[config.mk]
export PLATFORM = sky130hd
export DESIGN_NAME = path_normalizer_top
export DESIGN_NICKNAME = d
export VERILOG_FILES = /design/src/sv/pathnorm_pkg.sv /design/src/sv/path_normalizer_top.sv /design/src/sv/pathnorm_front.sv /design/src/sv/pathnorm_queue.sv /design/src/sv/pathnorm_back.sv
export SDC_FILE = /design/constraint.sdc
export NUM_CORES = 1
export LEC_CHECK = 0
export ABC_AREA = 1
export BUFFER_PORTS_ARGS = -buffer_cell sky130_fd_sc_hd__buf_2
export CAP_MARGIN = 20
export CORE_MARGIN = 2
export CORE_UTILIZATION = 65
export DETAILED_ROUTE_END_ITERATION = 12
export HOLD_SLACK_MARGIN = 0.1
export PLACE_DENSITY = 0.82
export SLEW_MARGIN = 20
export SYNTH_ARGS = -nofsm -noshare
export SYNTH_HDL_FRONTEND = slang
export SYNTH_SLANG_ARGS = --single-unit
[constraint.sdc]
create_clock -name clk -period 9.4 [get_ports clk]
set_clock_uncertainty 0.15 [all_clocks]
set_input_delay 0.94 -clock clk [delete_from_list [all_inputs] [get_ports clk]]
set_output_delay 0.94 -clock clk [all_outputs]
set_load 0.03 [all_outputs]
[src/sv/pathnorm_pkg.sv]
package pathnorm_pkg;

  // Path characters with a meaning of their own
  localparam logic [7:0] CH_SLASH = 8'h2F;
  localparam logic [7:0] CH_DOT   = 8'h2E;

  // Command queue between front and back
  localparam int QDEPTH = 4;
  localparam int QAW    = 2;

  // Parser position within a component
  typedef enum logic [1:0] {
    PH_SEP,
    PH_DOT1,
    PH_DOT2,
    PH_NAME
  } phase_t;

  // Work handed from the front to the back
  typedef enum logic [1:0] {
    CMD_PUT,
    CMD_OPEN,
    CMD_UP,
    CMD_END
  } cmd_kind_t;

  // Closing action of a path, carried by the end command
  typedef enum logic [1:0] {
    FIN_NONE,
    FIN_UP,
    FIN_SLASH
  } fin_t;

  // Result status codes
  typedef enum logic [1:0] {
    ST_OK   = 2'd0,
    ST_LONG = 2'd1,
    ST_ROOT = 2'd2
  } status_t;

  // Back end sequencer
  typedef enum logic {
    BK_BUILD,
    BK_EMIT
  } back_state_t;

  // nchar: characters after the opening '/' of a new component (1..3)
  typedef struct packed {
    cmd_kind_t  kind;
    logic [1:0] nchar;
    fin_t       fin;
    logic [7:0] ch;
  } cmd_t;

  // Queue fill status
  typedef struct packed {
    logic full;
    logic empty;
  } q_stat_t;

endpackage

[src/sv/path_normalizer_top.sv]
// Path normalizer: collapses a character stream into a normalized Unix path.
// Input channel s_*: one path character per item in s_tdata; an item with
// s_tlast set ends the path and its data byte is ignored.
// Output channel m_*: the normalized path, one character per item, m_tlast
// on the final one; or one item with m_tuser low for an empty path or an
// error (status in m_tdata[9:8]: 1 path too long, 2 above root).
// Config channel cfg_*: buffer_limit, taken whenever cfg_valid is high;
// write it only while no path is in flight.
// Throughput: one character per cycle while a path is parsed and the
// queue has room. The front end classifies characters into commands for
// a 4-entry queue; the back end writes up to four bytes a cycle into four
// interleaved byte banks. After the end item the back end closes the path,
// then streams n results at one per cycle while m_tready is high, reading
// the banks through a registered read port; the first result follows the
// end item through the emit state and the output registers. Input keeps
// flowing into the queue during output, until it holds 4 commands.
// Reset clears parser, queue and result state; buffer_limit returns to 64.
// A stalled m_tready holds the current result; the queue then backs up and
// drops s_tready once full.
module path_normalizer_top #(
  parameter int BUF_DEPTH      = 64,
  parameter int MAX_COMPONENTS = 32
) (
  input  logic        clk,
  input  logic        rst,
  // s_tdata: [7:0] char_value; s_tlast: end_of_path
  input  logic        s_tvalid,
  output logic        s_tready,
  input  logic [7:0]  s_tdata,
  input  logic        s_tlast,
  // m_tdata: [7:0] out_char, [9:8] status, [15:10] component_count
  // m_tuser: char_valid; m_tlast: last_item
  output logic        m_tvalid,
  input  logic        m_tready,
  output logic [15:0] m_tdata,
  output logic        m_tuser,
  output logic        m_tlast,
  input  logic        cfg_valid,
  output logic        cfg_ready,
  input  logic [6:0]  cfg_data
);

  logic [6:0]            buffer_limit;
  logic                  push, pop;
  pathnorm_pkg::cmd_t    push_cmd, head;
  pathnorm_pkg::q_stat_t q_stat;
  logic [7:0]            out_char;
  pathnorm_pkg::status_t status;
  logic [5:0]            component_count;

  assign cfg_ready = 1'b1;
  assign m_tdata   = {component_count, status, out_char};

  // Buffer limit register
  always_ff @(posedge clk) begin
    if (rst) begin
      buffer_limit <= 7'd64;
    end else if (cfg_valid && cfg_ready) begin
      buffer_limit <= cfg_data;
    end
  end

  pathnorm_front u_front (
    .clk      (clk),
    .rst      (rst),
    .in_valid (s_tvalid),
    .in_ready (s_tready),
    .in_char  (s_tdata),
    .in_end   (s_tlast),
    .q_stat   (q_stat),
    .push     (push),
    .push_cmd (push_cmd)
  );

  pathnorm_queue u_queue (
    .clk      (clk),
    .rst      (rst),
    .push     (push),
    .push_cmd (push_cmd),
    .pop      (pop),
    .head     (head),
    .q_stat   (q_stat)
  );

  pathnorm_back #(
    .BUF_DEPTH      (BUF_DEPTH),
    .MAX_COMPONENTS (MAX_COMPONENTS)
  ) u_back (
    .clk             (clk),
    .rst             (rst),
    .head            (head),
    .q_stat          (q_stat),
    .pop             (pop),
    .buffer_limit    (buffer_limit),
    .out_valid       (m_tvalid),
    .out_ready       (m_tready),
    .out_char        (out_char),
    .char_valid      (m_tuser),
    .last_item       (m_tlast),
    .status          (status),
    .component_count (component_count)
  );

`ifndef ASSERT_OFF
  // Empty and error results always close the path
  a_err_last: assert property (@(posedge clk) disable iff (rst)
    m_tvalid && !m_tuser |-> m_tlast)
    else $error("error result without last");

  // Character results always carry an ok status
  a_char_ok: assert property (@(posedge clk) disable iff (rst)
    m_tvalid && m_tuser |-> (m_tdata[9:8] == pathnorm_pkg::ST_OK))
    else $error("character result with error status");

  // Empty and error results report no components
  a_err_count: assert property (@(posedge clk) disable iff (rst)
    m_tvalid && !m_tuser |-> (m_tdata[15:10] == 6'd0))
    else $error("error result with nonzero component count");
`endif

endmodule

[src/sv/pathnorm_front.sv]
module pathnorm_front (
  input  logic                clk,
  input  logic                rst,
  input  logic                in_valid,
  output logic                in_ready,
  input  logic [7:0]          in_char,
  input  logic                in_end,
  input  pathnorm_pkg::q_stat_t q_stat,
  output logic                push,
  output pathnorm_pkg::cmd_t  push_cmd
);

  pathnorm_pkg::phase_t phase, phase_next;
  logic slash_seen, slash_seen_next;
  logic acc;
  logic is_slash, is_dot;

  assign in_ready = !q_stat.full;
  assign acc      = in_valid && in_ready;
  assign is_slash = (in_char == pathnorm_pkg::CH_SLASH);
  assign is_dot   = (in_char == pathnorm_pkg::CH_DOT);

  // Classify each character against the parser phase
  always_comb begin
    phase_next      = phase;
    slash_seen_next = slash_seen;
    push            = 1'b0;
    push_cmd.kind   = pathnorm_pkg::CMD_PUT;
    push_cmd.nchar  = 2'd1;
    push_cmd.fin    = pathnorm_pkg::FIN_NONE;
    push_cmd.ch     = in_char;
    if (acc) begin
      if (in_end) begin
        push          = 1'b1;
        push_cmd.kind = pathnorm_pkg::CMD_END;
        if (phase == pathnorm_pkg::PH_DOT2) begin
          push_cmd.fin = pathnorm_pkg::FIN_UP;
        end else if (phase == pathnorm_pkg::PH_SEP && slash_seen) begin
          push_cmd.fin = pathnorm_pkg::FIN_SLASH;
        end
        phase_next      = pathnorm_pkg::PH_SEP;
        slash_seen_next = 1'b0;
      end else begin
        case (phase)
          pathnorm_pkg::PH_NAME: begin
            if (is_slash) begin
              phase_next      = pathnorm_pkg::PH_SEP;
              slash_seen_next = 1'b1;
            end else begin
              push = 1'b1;
            end
          end
          pathnorm_pkg::PH_DOT1: begin
            if (is_slash) begin
              phase_next      = pathnorm_pkg::PH_SEP;
              slash_seen_next = 1'b1;
            end else if (is_dot) begin
              phase_next = pathnorm_pkg::PH_DOT2;
            end else begin
              push           = 1'b1;
              push_cmd.kind  = pathnorm_pkg::CMD_OPEN;
              push_cmd.nchar = 2'd2;
              phase_next     = pathnorm_pkg::PH_NAME;
            end
          end
          pathnorm_pkg::PH_DOT2: begin
            if (is_slash) begin
              push            = 1'b1;
              push_cmd.kind   = pathnorm_pkg::CMD_UP;
              phase_next      = pathnorm_pkg::PH_SEP;
              slash_seen_next = 1'b1;
            end else begin
              push           = 1'b1;
              push_cmd.kind  = pathnorm_pkg::CMD_OPEN;
              push_cmd.nchar = 2'd3;
              phase_next     = pathnorm_pkg::PH_NAME;
            end
          end
          default: begin
            if (is_slash) begin
              slash_seen_next = 1'b1;
            end else if (is_dot) begin
              phase_next      = pathnorm_pkg::PH_DOT1;
              slash_seen_next = 1'b0;
            end else begin
              push            = 1'b1;
              push_cmd.kind   = pathnorm_pkg::CMD_OPEN;
              push_cmd.nchar  = 2'd1;
              phase_next      = pathnorm_pkg::PH_NAME;
              slash_seen_next = 1'b0;
            end
          end
        endcase
      end
    end
  end

  // Parser state
  always_ff @(posedge clk) begin
    if (rst) begin
      phase      <= pathnorm_pkg::PH_SEP;
      slash_seen <= 1'b0;
    end else begin
      phase      <= phase_next;
      slash_seen <= slash_seen_next;
    end
  end

endmodule

[src/sv/pathnorm_queue.sv]
module pathnorm_queue (
  input  logic                  clk,
  input  logic                  rst,
  input  logic                  push,
  input  pathnorm_pkg::cmd_t    push_cmd,
  input  logic                  pop,
  output pathnorm_pkg::cmd_t    head,
  output pathnorm_pkg::q_stat_t q_stat
);

  pathnorm_pkg::cmd_t entry [pathnorm_pkg::QDEPTH];
  logic [pathnorm_pkg::QAW-1:0] wr_ptr, rd_ptr;
  logic [pathnorm_pkg::QAW:0]   count;

  assign head         = entry[rd_ptr];
  assign q_stat.full  = (count == (pathnorm_pkg::QAW+1)'(pathnorm_pkg::QDEPTH));
  assign q_stat.empty = (count == '0);

  // Pointers and fill count
  always_ff @(posedge clk) begin
    if (rst) begin
      wr_ptr <= '0;
      rd_ptr <= '0;
      count  <= '0;
    end else begin
      if (push) wr_ptr <= wr_ptr + 1'b1;
      if (pop)  rd_ptr <= rd_ptr + 1'b1;
      count <= count + (pathnorm_pkg::QAW+1)'(push) - (pathnorm_pkg::QAW+1)'(pop);
    end
  end

  // Entry storage
  always_ff @(posedge clk) begin
    if (push) entry[wr_ptr] <= push_cmd;
  end

endmodule

[src/sv/pathnorm_back.sv]
module pathnorm_back #(
  parameter int BUF_DEPTH      = 64,
  parameter int MAX_COMPONENTS = 32
) (
  input  logic                    clk,
  input  logic                    rst,
  input  pathnorm_pkg::cmd_t      head,
  input  pathnorm_pkg::q_stat_t   q_stat,
  output logic                    pop,
  input  logic [6:0]              buffer_limit,
  output logic                    out_valid,
  input  logic                    out_ready,
  output logic [7:0]              out_char,
  output logic                    char_valid,
  output logic                    last_item,
  output pathnorm_pkg::status_t   status,
  output logic [5:0]              component_count
);

  localparam int FW   = $clog2(BUF_DEPTH);
  localparam int ROWS = (BUF_DEPTH + 3) / 4;
  localparam int RW   = (ROWS > 1) ? $clog2(ROWS) : 1;
  localparam int DW   = $clog2(MAX_COMPONENTS + 1);
  localparam int SW   = $clog2(MAX_COMPONENTS);

  pathnorm_pkg::back_state_t state, state_next;
  pathnorm_pkg::status_t     err, err_next, st_next;
  logic [FW-1:0] fill, fill_next, idx, idx_next;
  logic [DW-1:0] depth, depth_next, depth_m1;
  logic          single, single_next;
  logic          ov_next, cv_next, last_next;
  logic [5:0]    cnt_next;
  logic [1:0]    sel, sel_next;
  logic [FW-1:0] stack [MAX_COMPONENTS];
  logic [FW-1:0] stack_top;
  logic [7:0]    bank_q [4];
  logic [7:0]    wbyte [4];
  logic [2:0]    wr_t;
  logic          is_open, do_up, is_end;
  logic          wr_en, push_en, rd_en, adv, done;
  logic [7:0]    eff;
  logic [RW-1:0] rd_row;

  assign eff = ({1'b0, buffer_limit} > 8'(BUF_DEPTH)) ? 8'(BUF_DEPTH) : {1'b0, buffer_limit};
  assign depth_m1  = depth - DW'(1);
  assign stack_top = stack[depth_m1[SW-1:0]];
  assign rd_row    = RW'(idx >> 2);
  assign out_char  = char_valid ? bank_q[sel] : 8'h00;

  // Decode the head command into bytes to write and stack action
  always_comb begin
    wr_t    = 3'd0;
    is_open = 1'b0;
    do_up   = 1'b0;
    is_end  = 1'b0;
    for (int j = 0; j < 4; j++) begin
      wbyte[j] = pathnorm_pkg::CH_DOT;
    end
    case (head.kind)
      pathnorm_pkg::CMD_PUT: begin
        wr_t     = 3'd1;
        wbyte[0] = head.ch;
      end
      pathnorm_pkg::CMD_OPEN: begin
        is_open  = 1'b1;
        wr_t     = 3'(head.nchar) + 3'd1;
        wbyte[0] = pathnorm_pkg::CH_SLASH;
        for (int j = 1; j < 4; j++) begin
          if (2'(j) == head.nchar) wbyte[j] = head.ch;
        end
      end
      pathnorm_pkg::CMD_UP: begin
        do_up = 1'b1;
      end
      pathnorm_pkg::CMD_END: begin
        is_end = 1'b1;
        case (head.fin)
          pathnorm_pkg::FIN_UP: begin
            do_up = 1'b1;
          end
          pathnorm_pkg::FIN_SLASH: begin
            wr_t     = 3'd1;
            wbyte[0] = pathnorm_pkg::CH_SLASH;
          end
          default: begin
          end
        endcase
      end
      default: begin
      end
    endcase
  end

  // Sequencer: build the path from commands, then stream it out
  always_comb begin
    state_next  = state;
    fill_next   = fill;
    depth_next  = depth;
    err_next    = err;
    idx_next    = idx;
    single_next = single;
    ov_next     = out_valid;
    cv_next     = char_valid;
    last_next   = last_item;
    st_next     = status;
    cnt_next    = component_count;
    sel_next    = sel;
    pop         = 1'b0;
    wr_en       = 1'b0;
    push_en     = 1'b0;
    rd_en       = 1'b0;
    done        = 1'b0;
    adv         = !out_valid || out_ready;
    if (out_valid && out_ready) ov_next = 1'b0;
    case (state)
      pathnorm_pkg::BK_BUILD: begin
        if (!q_stat.empty) begin
          pop = 1'b1;
          if (err == pathnorm_pkg::ST_OK) begin
            if (do_up) begin
              if (fill == '0 || depth == '0) begin
                err_next = pathnorm_pkg::ST_ROOT;
              end else begin
                depth_next = depth_m1;
                fill_next  = stack_top;
              end
            end else if (wr_t != 3'd0) begin
              if (is_open && depth >= DW'(MAX_COMPONENTS)) begin
                err_next = pathnorm_pkg::ST_LONG;
              end else if (8'(fill) + 8'(wr_t) >= eff) begin
                err_next = pathnorm_pkg::ST_LONG;
              end else begin
                wr_en     = 1'b1;
                fill_next = fill + FW'(wr_t);
                if (is_open) begin
                  push_en    = 1'b1;
                  depth_next = depth + DW'(1);
                end
              end
            end
          end
          if (is_end) begin
            if (buffer_limit == 7'd0) err_next = pathnorm_pkg::ST_LONG;
            state_next  = pathnorm_pkg::BK_EMIT;
            single_next = (err_next != pathnorm_pkg::ST_OK) || (fill_next == '0);
            idx_next    = '0;
          end
        end
      end
      pathnorm_pkg::BK_EMIT: begin
        if (adv) begin
          ov_next = 1'b1;
          if (single) begin
            cv_next   = 1'b0;
            last_next = 1'b1;
            st_next   = err;
            cnt_next  = 6'd0;
            done      = 1'b1;
          end else begin
            rd_en     = 1'b1;
            sel_next  = idx[1:0];
            cv_next   = 1'b1;
            st_next   = pathnorm_pkg::ST_OK;
            cnt_next  = (fill == FW'(1)) ? 6'd1 : 6'(depth);
            last_next = ((idx + FW'(1)) == fill);
            idx_next  = idx + FW'(1);
            done      = last_next;
          end
          if (done) begin
            state_next = pathnorm_pkg::BK_BUILD;
            fill_next  = '0;
            depth_next = '0;
            err_next   = pathnorm_pkg::ST_OK;
            idx_next   = '0;
          end
        end
      end
      default: begin
        state_next = pathnorm_pkg::BK_BUILD;
      end
    endcase
  end

  // Control registers
  always_ff @(posedge clk) begin
    if (rst) begin
      state     <= pathnorm_pkg::BK_BUILD;
      fill      <= '0;
      depth     <= '0;
      err       <= pathnorm_pkg::ST_OK;
      idx       <= '0;
      single    <= 1'b0;
      out_valid <= 1'b0;
    end else begin
      state     <= state_next;
      fill      <= fill_next;
      depth     <= depth_next;
      err       <= err_next;
      idx       <= idx_next;
      single    <= single_next;
      out_valid <= ov_next;
    end
  end

  // Result payload
  always_ff @(posedge clk) begin
    char_valid      <= cv_next;
    last_item       <= last_next;
    status          <= st_next;
    component_count <= cnt_next;
    sel             <= sel_next;
  end

  // Component start positions
  always_ff @(posedge clk) begin
    if (push_en) stack[depth[SW-1:0]] <= fill;
  end

  // Four interleaved byte banks: up to four consecutive bytes per cycle
  for (genvar b = 0; b < 4; b++) begin : g_bank
    logic [7:0]    mem [ROWS];
    logic [1:0]    off;
    logic [FW-1:0] waddr;
    logic          we;

    assign off   = 2'(b) - fill[1:0];
    assign waddr = fill + FW'(off);
    assign we    = wr_en && ({1'b0, off} < wr_t);

    always_ff @(posedge clk) begin
      if (we)    mem[RW'(waddr >> 2)] <= wbyte[off];
      if (rd_en) bank_q[b] <= mem[rd_row];
    end
  end

endmodule
==> metrics.md <==
| Metric | Value |
|---|---|
| Mapped Cells | `around 3,200` |
| Via Count | `25,200` |
| TritonCTS buffer count | `84` |
| Post-synth cell types | `48` |
| Xor/xnor share of the synthesized area | `0.007752` |
| Period utilisation layout | `0.6827` |
| Chip width | `between 200 and 250 microns` |
| First-pass GRT wire length | `between 100,000 and 150,000 microns` |
| Gr ovfl total | `0` |
| Ports | `42` |
| Filler cell count | `3,659` |
| Starting Density | `0.6584` |
| Min-Delay Path Depth | `2` |
| HP Class | `flip-flop to flip-flop` |
| Vias in the first global route | `~25,000` |
| Routed WL | `89,120 microns` |
| Worst slack, placed | `3123 ps` |
| Post-Syn Area | `37,120 sq um` |
| 1st-pass router iterations | `8` |
| # resized after CTS | `0` |
| Core Rows | `87` |
| Required time worst endpoint | `9530 ps` |
| Ys flop type | `edfxtp_1` |
| Pwr Density | `331.9 nW/um^2` |
| Core Footprint | `~56,000 sq um` |
| Sequential share of the synthesized area | `0.6762` |
| Post-synthesis simple-gate area fraction | `0.1198` |
| RSZ-0062 raised after global routing | `false` |
| Worst Setup Start Kind | `flip-flop` |
| Fraction of layout cells with a size suffix above 1 | `0.08316` |
| TNS Setup | `0 ps` |
| Routed Antenna Nets | `0` |
| DP Area | `between 30,000 and 40,000 sq um` |
| Storage cell area | `25,120 sq um` |
| Syn Nets | `roughly 3,300` |
| Synth area leaders | `edfxtp_1, nand2_1, o21ai_0` |
| Top cell type's share of synthesized area | `0.6503` |
| Design Power | `13,520 uW` |
| Die H | `around 240 microns` |
| Final min period | `6418 ps` |
| Yosys reg bits | `approximately 850` |
| Main combinational cell family by area after synthesis | `simple AND/OR/NAND/NOR gates` |
| Final setup violation count | `0` |
| Status | `finished clean` |
| Final Hold Fails | `0` |
| Kind of critical path | `flip-flop to flip-flop` |
| Most common cell after layout, fill and taps aside | `edfxtp_1` |
| DIE AREA | `around 59,000 sq um` |
| Ys Warns | `0` |
| Synth Area in Compound Gates | `0.09555` |
| Routability cong. | `0.9084` |
| Adder-cell share of the synthesized area | `0.01456` |
| Crit-path max FO | `29` |
| Clock slew at reported path FFs | `60 ps` |
| Max-Cap Viols | `0` |
| Setup bufs post-CTS | `0` |
| Syn_area_per_cell | `11.48 sq um` |
| Number of synthesized flops with an enable pin | `804` |
| Slew margin rel. | `0.2406` |
| Pins Over Slew Limit | `0` |
| DRC viols | `0` |
| Port bufs | `40` |
| P&R area growth vs syn | `9.754%` |
| Async set or reset register ratio after synthesis | `0` |
| Clock buffer depth | `3` |
| ANT cells | `0` |
| H-Tree Depth | `3` |
| Mux cell area share after synthesis | `0.03451` |
| Clock tree sinks | `852` |
| Clk Latency, worst-skew pair | `approximately 650 ps` |
| Initial antenna violation count | `0` |
| Non-filler instance count after layout | `4,051` |
| Critical Path End Type | `flip-flop` |
| Detail Placement HPWL | `~56,000 microns` |
| Pin count of the biggest net entering global routing | `roughly 210` |
| Max Freq | `0.1558 GHz` |
| Leak pwr | `about 0.015 uW` |
| Routed wire per std cell | `roughly 22 microns` |
| Final Cell Area | `roughly 41,000 sq um` |
| Worst R2R Setup Slack | `2980 ps` |
| Setup WS post-layout | `2982 ps` |
| Most frequent cells in the layout | `edfxtp_1, nand2_1, inv_1, o21ai_0, nor2_1` |
| CTS tree | `built` |
| Synth area leader | `edfxtp_1` |
| Fin nets | `3,291` |
| Worst r2r dst | `u_back.stack[12][4]` |
| DP Cell Count | `3,898` |
| Total Routing Usage GR | `0.3024` |
| Initial DRC Count | `between 3,000 and 4,000` |
| Multi-input gate area | `around 10,000 sq um` |
| Slew @ Worst Pin | `1139 ps` |
| Hold path start | `u_back.sel[0]` |
| Peak VDD IR | `0.0004228 V` |
| Worst Path Arrival | `roughly 6600 ps` |
| Reg2Reg Depth | `25` |
| Hold buffer count at CTS | `0` |
| Root Buffer Master | `clkbuf_16` |
| Post-DR vias/cell | `6.220` |
==> cells in the mapped netlist, types with 2 or more instances <==
cell type  count
o31ai_1        3
nor2_1       261
clkinv_1       3
nand2_1      531
buf_1         12
clkbuf_1     112
a21oi_1      188
nor3_1         8
dfxtp_1       48
nand3b_1       5
buf_6          2
and3_1         2
o21bai_1       3
inv_1        307
or2_2         13
o211ai_1     131
nor2_2         3
nand2_2       11
nand4_1        6
o21ai_0      284
a21oi_2        2
buf_4          8
ha_1          40
nand3_1      223
mux2i_1      128
buf_2         33
xor2_1        24
nand3_2        2
o21ai_1        2
fa_1           2
xnor2_1        2
inv_2          9
a32oi_1        9
edfxtp_1     804
==> where the power goes <==
part	switching, uW	leakage (uW)	internal [uW]
sequential	240	0.00769	4850
combinational	3670	0.00566	1380
clock	1420	0.00136	1960
==> per-layer routing <==
metal / part of all wire / wire length [microns] / global-route usage
met5: 0 / 0 / 0
met4: 0.037 / 3305 / 0.1135
met3: 0.098 / 8695 / 0.05517
met2: 0.49 / 43370 / 0.5025
met1: 0.38 / 33750 / 0.4018
==> sequential cells by signal (all words and copies together), names as in the netlist, 2 cells and up, named ones only <==
| register | flops |
|---|---|
| u_back.component_count | 6 |
| u_back.depth | 6 |
| u_queue.entry | 56 |
| u_queue.wr_ptr | 2 |
| buffer_limit | 7 |
| u_back.err | 2 |
| u_back.fill | 6 |
| u_back.idx | 6 |
| u_queue.count | 3 |
| u_back.stack | 192 |
| u_back.g_bank.mem | 512 |
| u_back.status | 2 |
| u_back.bank_q | 32 |
| u_back.sel | 2 |
| u_front.phase | 2 |
| u_queue.rd_ptr | 2 |
==> per-stage QoR <==
stage,hold slack [ps],utilization
finish,309.4,0.7226
global route,335.0,0.7226
CTS,310.9,0.7221
detailed placement,304.4,0.6725
global placement,286.3,0.6725
floorplan,261.9,-
==> cells by family (layout without fill, tap and decap cells) <==
group,count (synthesis),after routing
other,1,1
DFF,852,852
muxes,128,128
buffers and inverters,486,546
and+or+nand+nor,1069,1069
AOI/OAI and AO/OA,628,628
xor gates and xnor gates,29,29
adders and majority gates,42,42
==> worst max path at each step <==
stage               slack [ps]                          end  startpoint  cells past startpoint
detailed placement        3120          u_back.stack[27][2]   flip-flop                     25
finish                    2980          u_back.stack[12][4]   flip-flop                     25
global route              2310   u_back.g_bank[1].mem[4][1]   flip-flop                     26
global placement          3390          u_back.stack[19][2]   flip-flop                     25
CTS                       3120          u_back.stack[31][0]   flip-flop                     25
floorplan                 4560  u_back.g_bank[1].mem[12][0]   flip-flop                     26
==> layout make-up <==
type | instances | area share
clock buffer | 100 | 0.05408
clock inverter | 53 | 0.01459
inverter | 319 | 0.02942
multi-input combinational | 1897 | 0.2507
sequential | 852 | 0.6165
tap | 756 | 0.02322
timing repair buffer | 74 | 0.01158
==> worst max-delay path: stages (launching register included) <==
cell and delay, ps:
dfxtp_1 940, inv_2 410, nand2_1 200, nand2_1 60, nand2_1 70, nand2_2 90
nand2_2 120, inv_1 100, nand2_1 310, inv_1 190, ha_1 390, nand2_1 70
a21oi_1 220, nor2_1 90, or2_2 300, inv_1 60, ha_1 210, nand3_1 70
inv_1 40, nand2_1 50, nand2_1 90, nor2_4 230, nand3_2 270, nor2_2 310
nand2_1 450, nor2_1 570
Note: power is estimated with default switching activity, not from simulation.
